$ cat src/rtl/bntc_pkg.sv
`default_nettype none
// ----------------------------------------------------------------------------
// bntc_pkg: shared constants and types
// Fixed-point constants, queue item layout and state types for the battery
// ADC and NTC thermistor conversion block.
// ----------------------------------------------------------------------------
package bntc_pkg;

  localparam int ADC_FULL_SCALE = 4095;
  localparam int CODE_W = 16;
  localparam int ADC_W = 12;
  localparam int CFG_W = 12;
  localparam int CFG_IDX_W = 2;

  localparam logic [CFG_W-1:0] SHORT_THR_RST = 12'd16;
  localparam logic [CFG_W-1:0] OPEN_THR_RST = 12'd4079;

  typedef enum logic [CFG_IDX_W-1:0] {
    CFG_SHORT_THRESHOLD = 2'd0,
    CFG_OPEN_THRESHOLD  = 2'd1
  } cfg_reg_t;

  // Voltage scaling: round(code * FS_MV / FULL) = (code * 2 * FS_MV + FULL) / (2 * FULL).
  // The constant divide is a multiply by a rounded-up reciprocal, exact over the code range.
  localparam int VDIV = 2 * ADC_FULL_SCALE;
  localparam int PIN_SCALE = 2 * 3270;
  localparam int CELL_SCALE = 2 * 4905;
  localparam int VACC_W = 26;
  localparam int RECIP_SHIFT = 40;
  localparam logic [63:0] RECIP_M = ((64'd1 << RECIP_SHIFT) + 64'(VDIV) - 64'd1) / 64'(VDIV);
  localparam int PIN_W = 12;
  localparam int CELL_W = 13;

  // Temperature arithmetic.
  localparam int FRAC_W = 24;
  localparam int LOG_W = 28;
  localparam int MANT_W = 32;
  localparam int DIFF_W = LOG_W + 1;
  localparam int LNP_W = 58;
  localparam logic [29:0] LN2_Q30 = 30'd744261118;
  localparam int DEN_SW = 46;
  localparam logic signed [DEN_SW-1:0] BETA_Q24 = 46'sd395000 <<< FRAC_W;
  localparam logic signed [DEN_SW-1:0] T25_CENTIK = 46'sd29815;
  localparam int NUM_W = 59;
  localparam logic [NUM_W-1:0] TK_NUM = 59'd11776925000 << FRAC_W;
  localparam int DIV_Q_W = 18;
  localparam int DEN_W = 45;
  localparam int TEMP_W = 16;
  localparam logic signed [19:0] ZERO_C_CENTIK = 20'sd27315;
  localparam logic signed [TEMP_W-1:0] TEMP_MIN = -16'sd10000;
  localparam logic signed [TEMP_W-1:0] TEMP_MAX = 16'sd30000;

  localparam int FIFO_DEPTH = 2;
  localparam int FIFO_PTR_W = $clog2(FIFO_DEPTH);

  typedef enum logic [1:0] {
    NTC_NORMAL  = 2'd0,
    NTC_SHORT   = 2'd1,
    NTC_OPEN    = 2'd2,
    NTC_INVALID = 2'd3
  } ntc_state_t;

  typedef struct packed {
    logic [CODE_W-1:0] voltage_code;
    logic [CODE_W-1:0] thermistor_code;
    logic [PIN_W-1:0]  pin_mv;
    logic [CELL_W-1:0] cell_mv;
    logic              voltage_ok;
    ntc_state_t        ntc_state;
    logic [31:0]       now_ms;
  } item_t;

  typedef struct packed {
    logic valid;
    logic ready;
  } link_t;

  typedef enum logic [2:0] {
    B_IDLE,
    B_LOG,
    B_LN,
    B_RND,
    B_DEN,
    B_DIVGO,
    B_DIV,
    B_OUT
  } back_state_t;

endpackage
`default_nettype wire

$ cat src/rtl/bntc_fifo.sv
`default_nettype none
// ----------------------------------------------------------------------------
// bntc_fifo: classified-item queue
// Short queue between the front end and the temperature back end.
// ----------------------------------------------------------------------------
module bntc_fifo import bntc_pkg::*; (
  input  logic  clk,
  input  logic  rst_n,
  input  link_t push,
  output logic  push_ready,
  input  item_t push_item,
  output logic  pop_valid,
  input  logic  pop_ready,
  output item_t pop_item
);

  item_t                 slot_r [FIFO_DEPTH];
  logic [FIFO_PTR_W-1:0] wr_ptr_r, wr_ptr_nxt;
  logic [FIFO_PTR_W-1:0] rd_ptr_r, rd_ptr_nxt;
  logic [FIFO_PTR_W:0]   count_r, count_nxt;
  logic                  do_push, do_pop;

  assign push_ready = (count_r != (FIFO_PTR_W+1)'(FIFO_DEPTH));
  assign pop_valid  = (count_r != '0);
  assign pop_item   = slot_r[rd_ptr_r];
  assign do_push    = push.valid && push_ready;
  assign do_pop     = pop_valid && pop_ready;

  always_comb begin
    wr_ptr_nxt = do_push ? wr_ptr_r + 1'b1 : wr_ptr_r;
    rd_ptr_nxt = do_pop ? rd_ptr_r + 1'b1 : rd_ptr_r;
    count_nxt  = count_r;
    if (do_push && !do_pop) begin
      count_nxt = count_r + 1'b1;
    end else if (do_pop && !do_push) begin
      count_nxt = count_r - 1'b1;
    end
  end

  always_ff @(posedge clk) begin
    if (!rst_n) begin
      wr_ptr_r <= '0;
      rd_ptr_r <= '0;
      count_r  <= '0;
    end else begin
      wr_ptr_r <= wr_ptr_nxt;
      rd_ptr_r <= rd_ptr_nxt;
      count_r  <= count_nxt;
    end
  end

  always_ff @(posedge clk) begin
    if (do_push) begin
      slot_r[wr_ptr_r] <= push_item;
    end
  end

endmodule
`default_nettype wire

$ cat config.mk
export PLATFORM = sky130hd
export DESIGN_NAME = bntc_fifo
export DESIGN_NICKNAME = d
export VERILOG_FILES = /design/src/rtl/bntc_pkg.sv /design/src/rtl/bntc_fifo.sv
export SDC_FILE = /design/constraint.sdc
export NUM_CORES = 1
export LEC_CHECK = 0
export CELL_PAD_IN_SITES_DETAIL_PLACEMENT = 0
export CELL_PAD_IN_SITES_GLOBAL_PLACEMENT = 1
export CORE_UTILIZATION = 35
export DETAILED_ROUTE_END_ITERATION = 7
export DONT_BUFFER_PORTS = 1
export PLACE_DENSITY = 0.63
export SKIP_CTS_REPAIR_TIMING = 1
export SLEW_MARGIN = 5
export SYNTH_ARGS = -nofsm -noshare
export SYNTH_HDL_FRONTEND = slang
export SYNTH_SLANG_ARGS = --single-unit
$ cat constraint.sdc
create_clock -name clk -period 3.9 [get_ports clk]
set_input_delay 0.975 -clock clk [delete_from_list [all_inputs] [get_ports clk]]
set_output_delay 0.975 -clock clk [all_outputs]
set_load 0.1 [all_outputs]
---- Word-level counts from Yosys, hierarchy flattened ----
Memories as Yosys holds them, arrays and structs flattened. A register that Yosys moved wholly into a read port is not among the register bits.
Index checks and enable logic that the tools add are counted.
Widths: inputs -> output; s select.
storage, ports and cells
  bits in registers ....................... 4
  memory bits (writable) .................. 184
  output and inout port bits .............. 94
  word-level logic and storage cells ...... 23
  memories ................................ 1
memory list
  memory  words  width  read ports  clocked after Yosys merged registers in  write ports  line             RTL
  slot_r  2      92     1           1                                        1            bntc_fifo.sv:17  item_t slot_r [FIFO_DEPTH];
cells by class
  add/subtract/negate cells ............... 4
  eq/ne operators ......................... 1
  mux-type cells .......................... 6
  reductions and logical operators ........ 8
operator list
  operator             number
  $logic_and 1x1->1    4
  $mux 1               4
  $mux 2               2
  $reduce_bool 2->1    2
  $add 1x1->1 const B  2
  $add 2x1->2 const B  1
  $logic_not 1->1      2
  $ne 2x2->1 const B   1
  $sub 2x1->2 const B  1

---- Logic depth before layout (Yosys ltp) ----
  depth in word-level cells ............... 6
  mapped depth ............................ 6
  gate-level depth less buffers ........... 6

---- Least setup slack after synthesis ----
No wires, ideal clock.
  kind .................................... input -> register
  start point ............................. input port push[1] in the netlist's numbering
  end point ............................... memory slot_r[1][0] in the netlist's numbering (enable)
  setup time .............................. 462 ps
  arrival time ............................ 3160 ps
  data required time ...................... 3438 ps
  slack ................................... 278 ps
  stages .................................. 1
  path buffers ............................ 0
  path through ............................ and3_1
between the ends
  word-level cells in the longest chain between the ends .. 3
ends and longest elaborated chain
  element                       line             RTL
  start: declaration            bntc_fifo.sv:9   input link_t push,
  $logic_and 1x1->1             bntc_fifo.sv:26  assign do_push = push.valid && push_ready;
  $mux 1                        bntc_fifo.sv:53  if (do_push) begin
  $mux 1 (implied by the code)  bntc_fifo.sv:54  slot_r[wr_ptr_r] <= push_item;
  end: declaration              bntc_fifo.sv:17
No other way between the ends.

==> results by group <==
Worst setup path
  • FF-to-FF setup slack: 1.73 ns
  • Crit Path Category: register to output port
  • Crit path depth: 2
  • FF-to-FF Start: count_r[0]$_SDFFE_PN0P_
  • Crit path cell chain: buf_4, mux2_2
  • Critical Path End: pop_item[9]
  • Crit-path slowest cell: dfxtp_4
  • Top Family by Delay on Critical Path: flip-flops
  • Worst path max stage delay: 0.71 ns
  • Crit end category: output port
  • Worst EP required: 2.92 ns
  • Reg-to-Reg End: slot_r[1][89]$_DFFE_PP_
  • CP Data Arrival Time: 2.12 ns
  • CP Launch Type: register
  • Reg2reg path depth: 3
  • Crit Path Max Fanout: 38
  • Crit path buf inv count: 1

Drt
  • # DRC: 0
  • WL/cell: 19.0 um
  • DRT antenna net count: 0
  • Vias: 2769
  • Via density: 4.62
  • First DRT Iteration DRCs: 167
  • Total Wirelength: 11.4 mm
  • Pre-antenna DRT Iters: 4

Timing
  • Setup TNS Final: 0 ns
  • Clk_skew: 0.00600 ns
  • Fin crit period: 3.09 ns
  • Period utilization: 79.4%
  • RSZ-0062 raised after global routing: false
  • Highest Clock Rate: 0.323 GHz
  • Final setup vio count: 0
  • Final-report hold violation count: 0
  • Worst Tran Pin Value: 0.567 ns
  • Slew Limit Fails: 0
  • Max-slew headroom: 62.2%

Yosys
  • Cell taking the most area after synthesis: edfxtp_1
  • YS warnings: 0
  • Distinct cells, synth: 21
  • Synth Cell Area: 6910 um2
  • Post-Synthesis Cells: 310
  • Synth top area cells: edfxtp_1 (80%), mux2_2 (15%), dfxtp_1 (1.4%)
  • Syn nets: 408
  • Seq cells post-synth: 189
  • Share of the synthesized area in the top cell type: 80.0%
  • Sequential-to-total area share from yosys stat: 81.4%
  • Syn avg cell area: 22.3 um2

Placed design
  • Hpwl dp: 7.10 mm
  • I/O Buffers: 0
  • GPL Wtd Cong: 0.686

Worst hold path
  • HP Start: count_r[1]$_SDFFE_PN0P_
  • Worst min-delay path class: register to register

Global route
  • Largest net degree at the start of global routing: 67
  • GR Util All Layers: 11.2%
  • Initial antenna violation count: 0
  • First-pass GRT wire length: 16.5 mm
  • Vias in the first global route: 2985
  • Grt total ovfl: 0

Cells and area
  • Final nets: 421
  • Area growth syn-to-layout: 12.5%
  • Diode count: 0
  • Share of cells above drive strength 1: 38.2%
  • Final Util: 40.1%
  • Most common cell after layout, fill and taps aside: edfxtp_1
  • Commonest cells after routing, fill and taps aside: edfxtp_1 (184), mux2_2 (92), clkbuf_16 (17)

Floorplan
  • Rows: 51
  • Initial core utilization: 35.6%
  • Die width: 142 um
  • I/O Pins: 191
  • Core area: 19400 um2
  • Die ar.: 20300 um2
  • Die height: 142 um

Clocking
  • Max clock buf depth: 2
  • Root Buffer: clkbuf_16
  • H-tree depth: 4
  • Clk sinks: 189
  • Clk_lat worst skew: 0.41 ns
  • CTS buffer count: 17
  • Reg clk slew, reported paths: 0.06 ns
  • CTS tree: built

Outcome
  • Run status: completed

Run
  • Max-Cap Viols: 0
==> worst reg2reg max path, stage by stage (launching register included) <==
cell	delay, ns
dfxtp_1	0.43
nand2b_4	0.39
and3_4	0.62
buf_12	0.37
==> kinds of logic after synthesis <==
family / count (synthesis) / share of synthesized area, %
xor+xnor: 3 / 0.381
mux: 92 / 15.0
fa+ha+maj: 1 / 0.181
compound gates: 5 / 0.507
buf+inv: 11 / 1.54
simple gates: 9 / 0.942
flops: 189 / 81.4
==> worst min-delay path by stage <==
| stage | to | slack, ns | cells past startpoint |
|---|---|---|---|
| floorplan | count_r[1]$_SDFFE_PN0P_ | 0.51 | 2 |
| global placement | count_r[1]$_SDFFE_PN0P_ | 0.56 | 2 |
| detailed placement | count_r[1]$_SDFFE_PN0P_ | 0.56 | 2 |
| CTS | count_r[1]$_SDFFE_PN0P_ | 0.57 | 2 |
| global route | register | 0.61 | 2 |
| finish | count_r[1]$_SDFFE_PN0P_ | 0.58 | 2 |
==> final cells by class <==
| cell class | count | area [um2] |
|---|---|---|
| Inverter | 1 | 6.26 |
| Fill cell | 1742 | 11600 |
| Clock inverter | 10 | 116 |
| Tap cell | 265 | 332 |
| Multi-Input combinational cell | 110 | 1180 |
| Clock buffer | 21 | 440 |
| Timing Repair Buffer | 4 | 67.6 |
| Sequential cell | 189 | 5630 |
==> registers in the layout, indices dropped and copies added, names as in the netlist, named ones only <==
signal,count
slot_r,184
count_r,2
rd_ptr_r,1
wr_ptr_r,1
==> layer usage <==
metal | vias up | track usage (%) | wire (um)
li1 | 1250 | - | -
met5 | - | 0 | 0
met1 | 1396 | 11.4 | 4230
met4 | 0 | 3.90 | 129
met2 | 115 | 18.8 | 5660
met3 | 8 | 7.07 | 1370
==> metrics by stage <==
stage	std cells	hold slack (ns)	setup slack, ns	area (um2)
finish	600	0.581	0.805	7770
global route	600	0.607	0.651	7770
detailed placement	569	0.562	1.17	7210
CTS	600	0.569	0.715	7770
floorplan	310	0.512	0.278	6910
global placement	569	0.556	1.17	7210
==> cells in the mapped netlist <==
cell and n:
a21bo_2 1, a21boi_0 1, a21boi_1 1, and2_1 4
and3_1 1, buf_2 1, buf_4 1, buf_6 8
dfxtp_1 5, edfxtp_1 184, ha_1 1, inv_1 1
mux2_2 92, nand2b_4 1, nand3b_1 1, o21ai_0 1
o21ai_1 1, or2_2 1, or3_1 1, xnor2_1 2
xor2_1 1
Power is left out: the tool's default activity adds up to more than one toggle a clock period on the data nets, which glitch-free logic cannot reach.
