$ cat config.mk
export PLATFORM = sky130hd
export DESIGN_NAME = bntc_front_flat
export DESIGN_NICKNAME = d
export VERILOG_FILES = /design/src/rtl/bntc_pkg.sv /design/src/rtl/bntc_in_if.sv /design/src/rtl/bntc_front.sv /design/src/flat_wrapper.sv
export SDC_FILE = /design/constraint.sdc
export NUM_CORES = 1
export LEC_CHECK = 0
export BUFFER_PORTS_ARGS = -buffer_cell sky130_fd_sc_hd__buf_4
export CORE_MARGIN = 5
export CORE_UTILIZATION = 60
export DETAILED_ROUTE_END_ITERATION = 16
export PLACE_DENSITY = 0.91
export SLEW_MARGIN = 20
export SYNTH_ARGS = -nofsm -noshare
export SYNTH_HDL_FRONTEND = slang
export SYNTH_SLANG_ARGS = --single-unit
$ cat constraint.sdc
create_clock -name clk -period 8.4 [get_ports clk]
set_clock_uncertainty 0.15 [all_clocks]
set_input_delay 0.42 -clock clk [delete_from_list [all_inputs] [get_ports clk]]
set_output_delay 0.42 -clock clk [all_outputs]
set_load 0.01 [all_outputs]
$ cat src/rtl/bntc_pkg.sv
`default_nettype none
// ----------------------------------------------------------------------------
// bntc_pkg: shared constants and types
// Fixed-point constants, queue item layout and state types for the battery
// ADC and NTC thermistor conversion block.
// ----------------------------------------------------------------------------
package bntc_pkg;

  localparam int ADC_FULL_SCALE = 4095;
  localparam int CODE_W = 16;
  localparam int ADC_W = 12;
  localparam int CFG_W = 12;
  localparam int CFG_IDX_W = 2;

  localparam logic [CFG_W-1:0] SHORT_THR_RST = 12'd16;
  localparam logic [CFG_W-1:0] OPEN_THR_RST = 12'd4079;

  typedef enum logic [CFG_IDX_W-1:0] {
    CFG_SHORT_THRESHOLD = 2'd0,
    CFG_OPEN_THRESHOLD  = 2'd1
  } cfg_reg_t;

  // Voltage scaling: round(code * FS_MV / FULL) = (code * 2 * FS_MV + FULL) / (2 * FULL).
  // The constant divide is a multiply by a rounded-up reciprocal, exact over the code range.
  localparam int VDIV = 2 * ADC_FULL_SCALE;
  localparam int PIN_SCALE = 2 * 3270;
  localparam int CELL_SCALE = 2 * 4905;
  localparam int VACC_W = 26;
  localparam int RECIP_SHIFT = 40;
  localparam logic [63:0] RECIP_M = ((64'd1 << RECIP_SHIFT) + 64'(VDIV) - 64'd1) / 64'(VDIV);
  localparam int PIN_W = 12;
  localparam int CELL_W = 13;

  // Temperature arithmetic.
  localparam int FRAC_W = 24;
  localparam int LOG_W = 28;
  localparam int MANT_W = 32;
  localparam int DIFF_W = LOG_W + 1;
  localparam int LNP_W = 58;
  localparam logic [29:0] LN2_Q30 = 30'd744261118;
  localparam int DEN_SW = 46;
  localparam logic signed [DEN_SW-1:0] BETA_Q24 = 46'sd395000 <<< FRAC_W;
  localparam logic signed [DEN_SW-1:0] T25_CENTIK = 46'sd29815;
  localparam int NUM_W = 59;
  localparam logic [NUM_W-1:0] TK_NUM = 59'd11776925000 << FRAC_W;
  localparam int DIV_Q_W = 18;
  localparam int DEN_W = 45;
  localparam int TEMP_W = 16;
  localparam logic signed [19:0] ZERO_C_CENTIK = 20'sd27315;
  localparam logic signed [TEMP_W-1:0] TEMP_MIN = -16'sd10000;
  localparam logic signed [TEMP_W-1:0] TEMP_MAX = 16'sd30000;

  localparam int FIFO_DEPTH = 2;
  localparam int FIFO_PTR_W = $clog2(FIFO_DEPTH);

  typedef enum logic [1:0] {
    NTC_NORMAL  = 2'd0,
    NTC_SHORT   = 2'd1,
    NTC_OPEN    = 2'd2,
    NTC_INVALID = 2'd3
  } ntc_state_t;

  typedef struct packed {
    logic [CODE_W-1:0] voltage_code;
    logic [CODE_W-1:0] thermistor_code;
    logic [PIN_W-1:0]  pin_mv;
    logic [CELL_W-1:0] cell_mv;
    logic              voltage_ok;
    ntc_state_t        ntc_state;
    logic [31:0]       now_ms;
  } item_t;

  typedef struct packed {
    logic valid;
    logic ready;
  } link_t;

  typedef enum logic [2:0] {
    B_IDLE,
    B_LOG,
    B_LN,
    B_RND,
    B_DEN,
    B_DIVGO,
    B_DIV,
    B_OUT
  } back_state_t;

endpackage
`default_nettype wire

$ cat src/rtl/bntc_in_if.sv
`default_nettype none
// ----------------------------------------------------------------------------
// bntc_in_if: sample channel
// Valid/ready channel carrying one pair of ADC codes and a timestamp.
// ----------------------------------------------------------------------------
interface bntc_in_if;
  logic        valid;
  logic        ready;
  logic [15:0] voltage_code;
  logic [15:0] thermistor_code;
  logic [31:0] now_ms;

  modport source (output valid, output voltage_code, output thermistor_code,
                  output now_ms, input ready);
  modport sink (input valid, input voltage_code, input thermistor_code,
                input now_ms, output ready);
endinterface
`default_nettype wire

$ cat src/rtl/bntc_front.sv
`default_nettype none
// ----------------------------------------------------------------------------
// bntc_front: sample intake and classification
// Holds the thresholds, sorts the NTC code and scales the voltage code.
// ----------------------------------------------------------------------------
module bntc_front import bntc_pkg::*; (
  input  logic                 clk,
  input  logic                 rst_n,
  input  logic                 cfg_we,
  input  logic [CFG_IDX_W-1:0] cfg_index,
  input  logic [CFG_W-1:0]     cfg_data,
  bntc_in_if.sink              in_ch,
  output link_t                push,
  input  logic                 push_ready,
  output item_t                push_item
);

  logic [CFG_W-1:0]  short_thr_r, open_thr_r;
  logic              s_valid_r, s_valid_nxt;
  item_t             s_item_r;
  logic [VACC_W-1:0] s_apin_r, s_acell_r;
  logic              accept, vok;
  ntc_state_t        st;
  logic [VACC_W-1:0] apin, acell;
  logic [63:0]       pin_prod, cell_prod;

  assign in_ch.ready = !s_valid_r || push_ready;
  assign accept      = in_ch.valid && in_ch.ready;

  always_comb begin
    vok = (in_ch.voltage_code <= CODE_W'(ADC_FULL_SCALE));
    if (in_ch.thermistor_code > CODE_W'(ADC_FULL_SCALE)) begin
      st = NTC_INVALID;
    end else if (in_ch.thermistor_code <= CODE_W'(short_thr_r)) begin
      st = NTC_SHORT;
    end else if (in_ch.thermistor_code >= CODE_W'(open_thr_r)) begin
      st = NTC_OPEN;
    end else begin
      st = NTC_NORMAL;
    end
    apin  = VACC_W'(in_ch.voltage_code[ADC_W-1:0]) * VACC_W'(PIN_SCALE)
            + VACC_W'(ADC_FULL_SCALE);
    acell = VACC_W'(in_ch.voltage_code[ADC_W-1:0]) * VACC_W'(CELL_SCALE)
            + VACC_W'(ADC_FULL_SCALE);
    s_valid_nxt = accept ? 1'b1 : (push_ready ? 1'b0 : s_valid_r);
  end

  always_ff @(posedge clk) begin
    if (!rst_n) begin
      short_thr_r <= SHORT_THR_RST;
      open_thr_r  <= OPEN_THR_RST;
      s_valid_r   <= 1'b0;
    end else begin
      if (cfg_we && cfg_index == CFG_SHORT_THRESHOLD) begin
        short_thr_r <= cfg_data;
      end
      if (cfg_we && cfg_index == CFG_OPEN_THRESHOLD) begin
        open_thr_r <= cfg_data;
      end
      s_valid_r <= s_valid_nxt;
    end
  end

  always_ff @(posedge clk) begin
    if (accept) begin
      s_item_r.voltage_code    <= in_ch.voltage_code;
      s_item_r.thermistor_code <= in_ch.thermistor_code;
      s_item_r.pin_mv          <= '0;
      s_item_r.cell_mv         <= '0;
      s_item_r.voltage_ok      <= vok;
      s_item_r.ntc_state       <= st;
      s_item_r.now_ms          <= in_ch.now_ms;
      s_apin_r                 <= vok ? apin : '0;
      s_acell_r                <= vok ? acell : '0;
    end
  end

  // Reciprocal multiply finishes the rounded constant divide on the way into the queue.
  assign pin_prod  = 64'(s_apin_r) * RECIP_M;
  assign cell_prod = 64'(s_acell_r) * RECIP_M;

  always_comb begin
    push.valid        = s_valid_r;
    push.ready        = push_ready;
    push_item         = s_item_r;
    push_item.pin_mv  = pin_prod[RECIP_SHIFT +: PIN_W];
    push_item.cell_mv = cell_prod[RECIP_SHIFT +: CELL_W];
  end

endmodule
`default_nettype wire

$ cat src/flat_wrapper.sv
// flat-port wrapper written by rule: the top's interface ports become plain ports
module bntc_front_flat import bntc_pkg::*;
  (clk, rst_n, cfg_we, cfg_index, cfg_data, push, push_ready, push_item, in_ch_valid, in_ch_voltage_code, in_ch_thermistor_code, in_ch_now_ms, in_ch_ready);
  bntc_in_if in_ch_i ();
  input  logic clk;
  input  logic rst_n;
  input  logic cfg_we;
  input  logic [CFG_IDX_W-1:0] cfg_index;
  input  logic [CFG_W-1:0] cfg_data;
  output link_t push;
  input  logic push_ready;
  output item_t push_item;
  input wire logic [$bits(in_ch_i.valid)-1:0] in_ch_valid;
  input wire logic [$bits(in_ch_i.voltage_code)-1:0] in_ch_voltage_code;
  input wire logic [$bits(in_ch_i.thermistor_code)-1:0] in_ch_thermistor_code;
  input wire logic [$bits(in_ch_i.now_ms)-1:0] in_ch_now_ms;
  output wire logic [$bits(in_ch_i.ready)-1:0] in_ch_ready;
  assign in_ch_i.valid = in_ch_valid;
  assign in_ch_i.voltage_code = in_ch_voltage_code;
  assign in_ch_i.thermistor_code = in_ch_thermistor_code;
  assign in_ch_i.now_ms = in_ch_now_ms;
  assign in_ch_ready = in_ch_i.ready;
  bntc_front u_core (.clk(clk), .rst_n(rst_n), .cfg_we(cfg_we), .cfg_index(cfg_index), .cfg_data(cfg_data), .in_ch(in_ch_i), .push(push), .push_ready(push_ready), .push_item(push_item));
endmodule
# After elaboration in Yosys (flattened, before gate mapping)
# Cells that the tools add are included.
[op_classes]
muxes = 4
n_reduce_logical = 8
multipliers = 4
magnitude_cmp = 4
n_addsub = 2
n_eq_ne = 1
[op_table]
columns = ["cell", "count"]
rows = [
  ["multiplier 26 x 28 -> 53 bit, second input constant", 1],
  ["multiplier 26 x 28 -> 52 bit, second input constant", 1],
  ["adder 25 x 12 -> 26 bit, second input constant", 1],
  ["adder 26 x 12 -> 26 bit, second input constant", 1],
  ["multiplier 12 x 13 -> 25 bit, second input constant", 1],
  ["multiplier 12 x 11 -> 23 bit, second input constant", 1],
  [">= comparator 16 x 12 -> 1 bit", 1],
  ["> comparator 16 x 12 -> 1 bit, second input constant", 1],
  ["<= comparator 16 x 12 -> 1 bit", 1],
  ["<= comparator 16 x 12 -> 1 bit, second input constant", 1],
  ["two-way mux 2 bit", 2],
  ["logical AND 1 bit", 3],
  ["equality test 2 x 1 -> 1 bit, second input constant", 1],
  ["logical NOT 2 bit", 1],
  ["two-way mux 1 bit", 2],
  ["nonzero test 2 bit", 1],
  ["OR reduction 2 bit", 1],
  ["logical NOT 1 bit", 1],
  ["logical OR 1 bit", 1],
]
[word_totals]
elab_cells = 34
register_bits = 144
out_inout_bits = 95
inputBits = 83

# Logic depth before layout (Yosys ltp)
[depth]
ltp_word = 4
mapped_depth = 21
ltp_nobuf = 20

# Worst setup path before layout
# Ideal clock, no wire load.
[synth_path]
path_type = "in2reg"
from = "in in_ch_voltage_code[2]"
to = "reg u_core.s_apin_r[20] (data pin)"
arrival_time_ps = 5143
stages = 17
required_ps = 7994
path_buffers = 0
setup_ps = 256
slack_ps = 2851
cell_sequence = "inv_1 > ha_1 > xor2_1 > ha_1 > fa_1 > fa_1 > fa_1 > ha_1 > a21o_1 > nor3_1 > nand4_1 > a211o_1 > a211o_1 > a21boi_1 > and4_1 > a21oi_1 > a31o_2"
[synth_via]
elab_chain_len = 2
elab_cells_between_ends = 3
cone_classes = "1 x add/sub; 1 x mul; 1 x order compare"
[synth_rtl]
columns = ["element", "line", "text"]
rows = [
  ["start, declared", "flat_wrapper.sv:14", "input wire logic [$bits(in_ch_i.voltage_code)-1:0] in_ch_voltage_code;"],
  ["multiplier 12 x 11 -> 23 bit", "bntc_front.sv:41", "apin = VACC_W'(in_ch.voltage_code[ADC_W-1:0]) * VACC_W'(PIN_SCALE)"],
  ["adder 25 x 12 -> 26 bit", "bntc_front.sv:42", "+ VACC_W'(ADC_FULL_SCALE);"],
  ["end signal, assigned", "bntc_front.sv:73", "s_apin_r <= vok ? apin : '0;"],
  ["end, declared", "bntc_front.sv:21", "logic [VACC_W-1:0] s_apin_r, s_acell_r;"],
]
# Several ways; a longest one is shown, not always the timed one.
# A chain may end at the register's enable or synchronous reset.

==> metrics.csv <==
stage,metric,value,unit
die,Initial Util,0.611,
finish,area of the multi-input gates,0.0125,mm2
synthesis,most instantiated cells after synthesis,"ha_1, inv_1, edfxtp_1",
finish,Final Util,0.701,
synthesis,Yosys reg bits,141,
global_routing,vias in the first global route,15700,
sta,slew at the pin closest to its max-slew limit,1.12,ns
setup_path,Worst EP arrival,5.73,ns
sta,setup TNS,0,ns
synthesis,Post-synth top flop,edfxtp_1,
setup_path,Worst path most repeated cell,ha_1,
synthesis,yosys warns,0,
synthesis,synth top area cells,"ha_1, edfxtp_1, fa_1",
sta,fin crit period,6.30,ns
synthesis,cells after synthesis,1767,
clock_network,CTS tree,done,
synthesis,cell accounting for the most synthesized area,ha_1,
pwr,total power,4.88,mW
global_routing,total track usage,0.290,
global_routing,largest net degree at the start of global routing,84,
clock_network,post_cts resized,0,
synthesis,Post-Syn Area,0.0176,mm2
finish,ratio of cells with drive above 1 in the final layout,0.116,
clock_network,CTS H-tree lvls,4,
setup_path,worst-path cell chain,ha_1 -> ha_1 -> ha_1 -> inv_1 -> fa_1 -> fa_1 -> inv_1 -> ha_1 -> ha_1 -> a21oi_1 -> o21ai_0 -> a41oi_1 -> o21ai_0 -> a211oi_1 -> a21oi_1 -> o21ai_0 -> nor2_1 -> xor2_1 -> buf_4,
drt,final WL,48300,um
clock_network,clk sinks,141,
placed_design,placed insts,2295,
finish,Syn-to-layout area delta,14.8,%
pwr,LEAKAGE,10.4,nW
setup_path,Buf/Inv on CP,3,
finish,Fillers,1858,
sta,f_max,159,MHz
placed_design,DP Area,0.0192,mm2
setup_path,critical path startpoint category,flip-flop,
sta,"Hold Violations, Final",0,
sta,Max Slew Vio Count,0,
setup_path,Worst setup EP type,output port,
placed_design,port buffer count,177,
sta,crit share post-route,0.750,
synthesis,"count leader, synth",ha_1,
finish,post-route cell area,0.0202,mm2
setup_path,"slowest stage cell, crit path",fa_1,
finish,# nets final,2617,
setup_path,Top Family by Delay on Critical Path,adder cells,
finish,Post-Layout Cell Count,2362,
drt,DRC viols,0,
synthesis,share of the synthesized area in the top cell type,0.347,
job,max-cap viol count,0,
die,io pins,178,
sta,unrepaired setup endpoints after global routing,false,
clock_network,CTS Buffer Depth,2,
finish,Ant. Diodes,0,
setup_path,critical path class,reg2out,
drt,Final ANT Viol Nets,0,
pwr,pwr dens,242,mW/mm2
synthesis,syn_nets,2419,
synthesis,Unique masters post-synth,70,
synthesis,ys async rst share,0,
drt,wire per inst,20.4,um
die,Die ar.,0.0328,mm2
die,Die W,181,um
sta,slew margin rel.,0.254,
clock_network,clock slew at reported path FFs,0.07,ns
synthesis,register area share after synthesis,0.227,
setup_path,Required @ worst endpoint,7.83,ns
global_routing,initial antenna violation count,0,
placed_design,GPL Wtd Cong,0.912,
synthesis,syn avg cell area,9.95,um2
clock_network,root buf cell,clkbuf_16,
setup_path,worst-path fanout max,5,
placed_design,dpl hpwl,36000,um
synthesis,number of flops mapped to enable cells by yosys,116,
drt,first-pass detailed-route iteration total,5,
drt,vias per inst,6.23,
sta,Final Setup Violations,0,
die,Die Y,181,um
finish,register area,0.00398,mm2
setup_path,Worst path max stage delay,0.56,ns
drt,via count,14700,
clock_network,CTS buffer count,17,
clock_network,clock latency on the worst-skew pair,0.45,ns
pwr,Worst VDD drop,0.227,mV
drt,Iter 0 DRT Violations,1168,
status,status,"complete, no violations",
global_routing,grt total ovfl,0,
worst_hold_path,Hold WC Path Type,in2reg,
die,core area,0.0288,mm2
global_routing,first-pass GRT wire length,77700,um
die,Rows,62,
==> layout make-up <==
type / instances / share of cell area
Multi-Input combinational cell: 1340 / 0.617
Sequential cell: 141 / 0.197
Timing Repair Buffer: 215 / 0.0843
Inverter: 250 / 0.0465
Tap cell: 384 / 0.0238
Clock buffer: 17 / 0.0211
Clock inverter: 15 / 0.00936
==> stage by stage <==
stage               hold slack, ns  worst slack [ns]
global route               0.00349              1.84
floorplan                    0.293              2.85
global placement             0.302              2.44
detailed placement           0.309              2.24
CTS                        0.00493              2.14
finish                      0.0173              2.10
==> logic make-up after synthesis <==
family,after synthesis,synth area share
xor gates and xnor gates,89,0.0443
DFF,141,0.227
muxes,2,0.00114
buffers and inverters,286,0.0646
and+or+nand+nor,372,0.107
AOI/OAI and AO/OA,308,0.117
adders and majority gates,569,0.440
==> worst register-to-register path, cell delays in order, from the launching register on <==
cell and delay, ns:
dfxtp_1 0.34, ha_1 0.28, nand2b_1 0.16, a21o_1 0.18, a21o_1 0.18, a21o_1 0.17
a211oi_1 0.30, o21bai_1 0.14, a221o_1 0.30, a31oi_1 0.23, o21ai_0 0.13
==> routing by layer <==
metal | vias up | share of wire | GRT usage
met5 | - | 0 | 0
met2 | 743 | 0.50 | 0.514
met4 | 0 | 0.060 | 0.155
met3 | 245 | 0.065 | 0.0465
met1 | 7024 | 0.37 | 0.335
li1 | 6704 | - | -
==> where the power goes <==
group | switching (mW) | leakage, nW | internal [mW] | total [mW]
Clock | 0.393 | 0.299 | 0.407 | 0.800
Sequential | 0.0569 | 1.34 | 0.813 | 0.870
Combinational | 1.89 | 8.73 | 1.33 | 3.21
Total | 2.34 | 10.4 | 2.55 | 4.88
==> repair_timing <==
action | in CTS | in global routing
buffers inserted | 0 | 0
endpoints found under the hold margin | 35 | 0
hold buffers | 35 | 0
==> registers in the layout, summed over array words and instances (netlist names) <==
register / count
u_core.push_item: 67
u_core.s_acell_r: 26
u_core.s_apin_r: 23
u_core.open_thr_r: 12
u_core.short_thr_r: 12
u_core.s_valid_r: 1
==> cells in the final DEF (no fill, tap or decap), types with 25 or more instances in the layout <==
master and n:
a21o_1 37, a21oi_1 77, buf_4 180, dfxtp_1 25, dlygate4sd3_1 35, edfxtp_1 116, fa_1 81, ha_1 488
inv_1 250, nand2_1 99, nand3_1 38, nor2_1 88, o21ai_0 46, xnor2_1 52, xor2_1 37
==> final timing paths <==
path,slack [ns],from,to,cells past startpoint
max,2.10,u_core.s_apin_r[13]$_SDFFCE_PN0P_,push_item[57],19
min,0.02,in_ch_thermistor_code[12],u_core.push_item[72]$_DFFE_PP_,1
max reg2reg,5.55,u_core.open_thr_r[0]$_SDFFE_PN1P_,u_core.push_item[33]$_SDFFCE_PP1P_,10
min reg2reg,0.32,u_core.short_thr_r[1]$_SDFFE_PN0P_,u_core.short_thr_r[1]$_SDFFE_PN0P_,2
(Power assumes the default switching activity.)
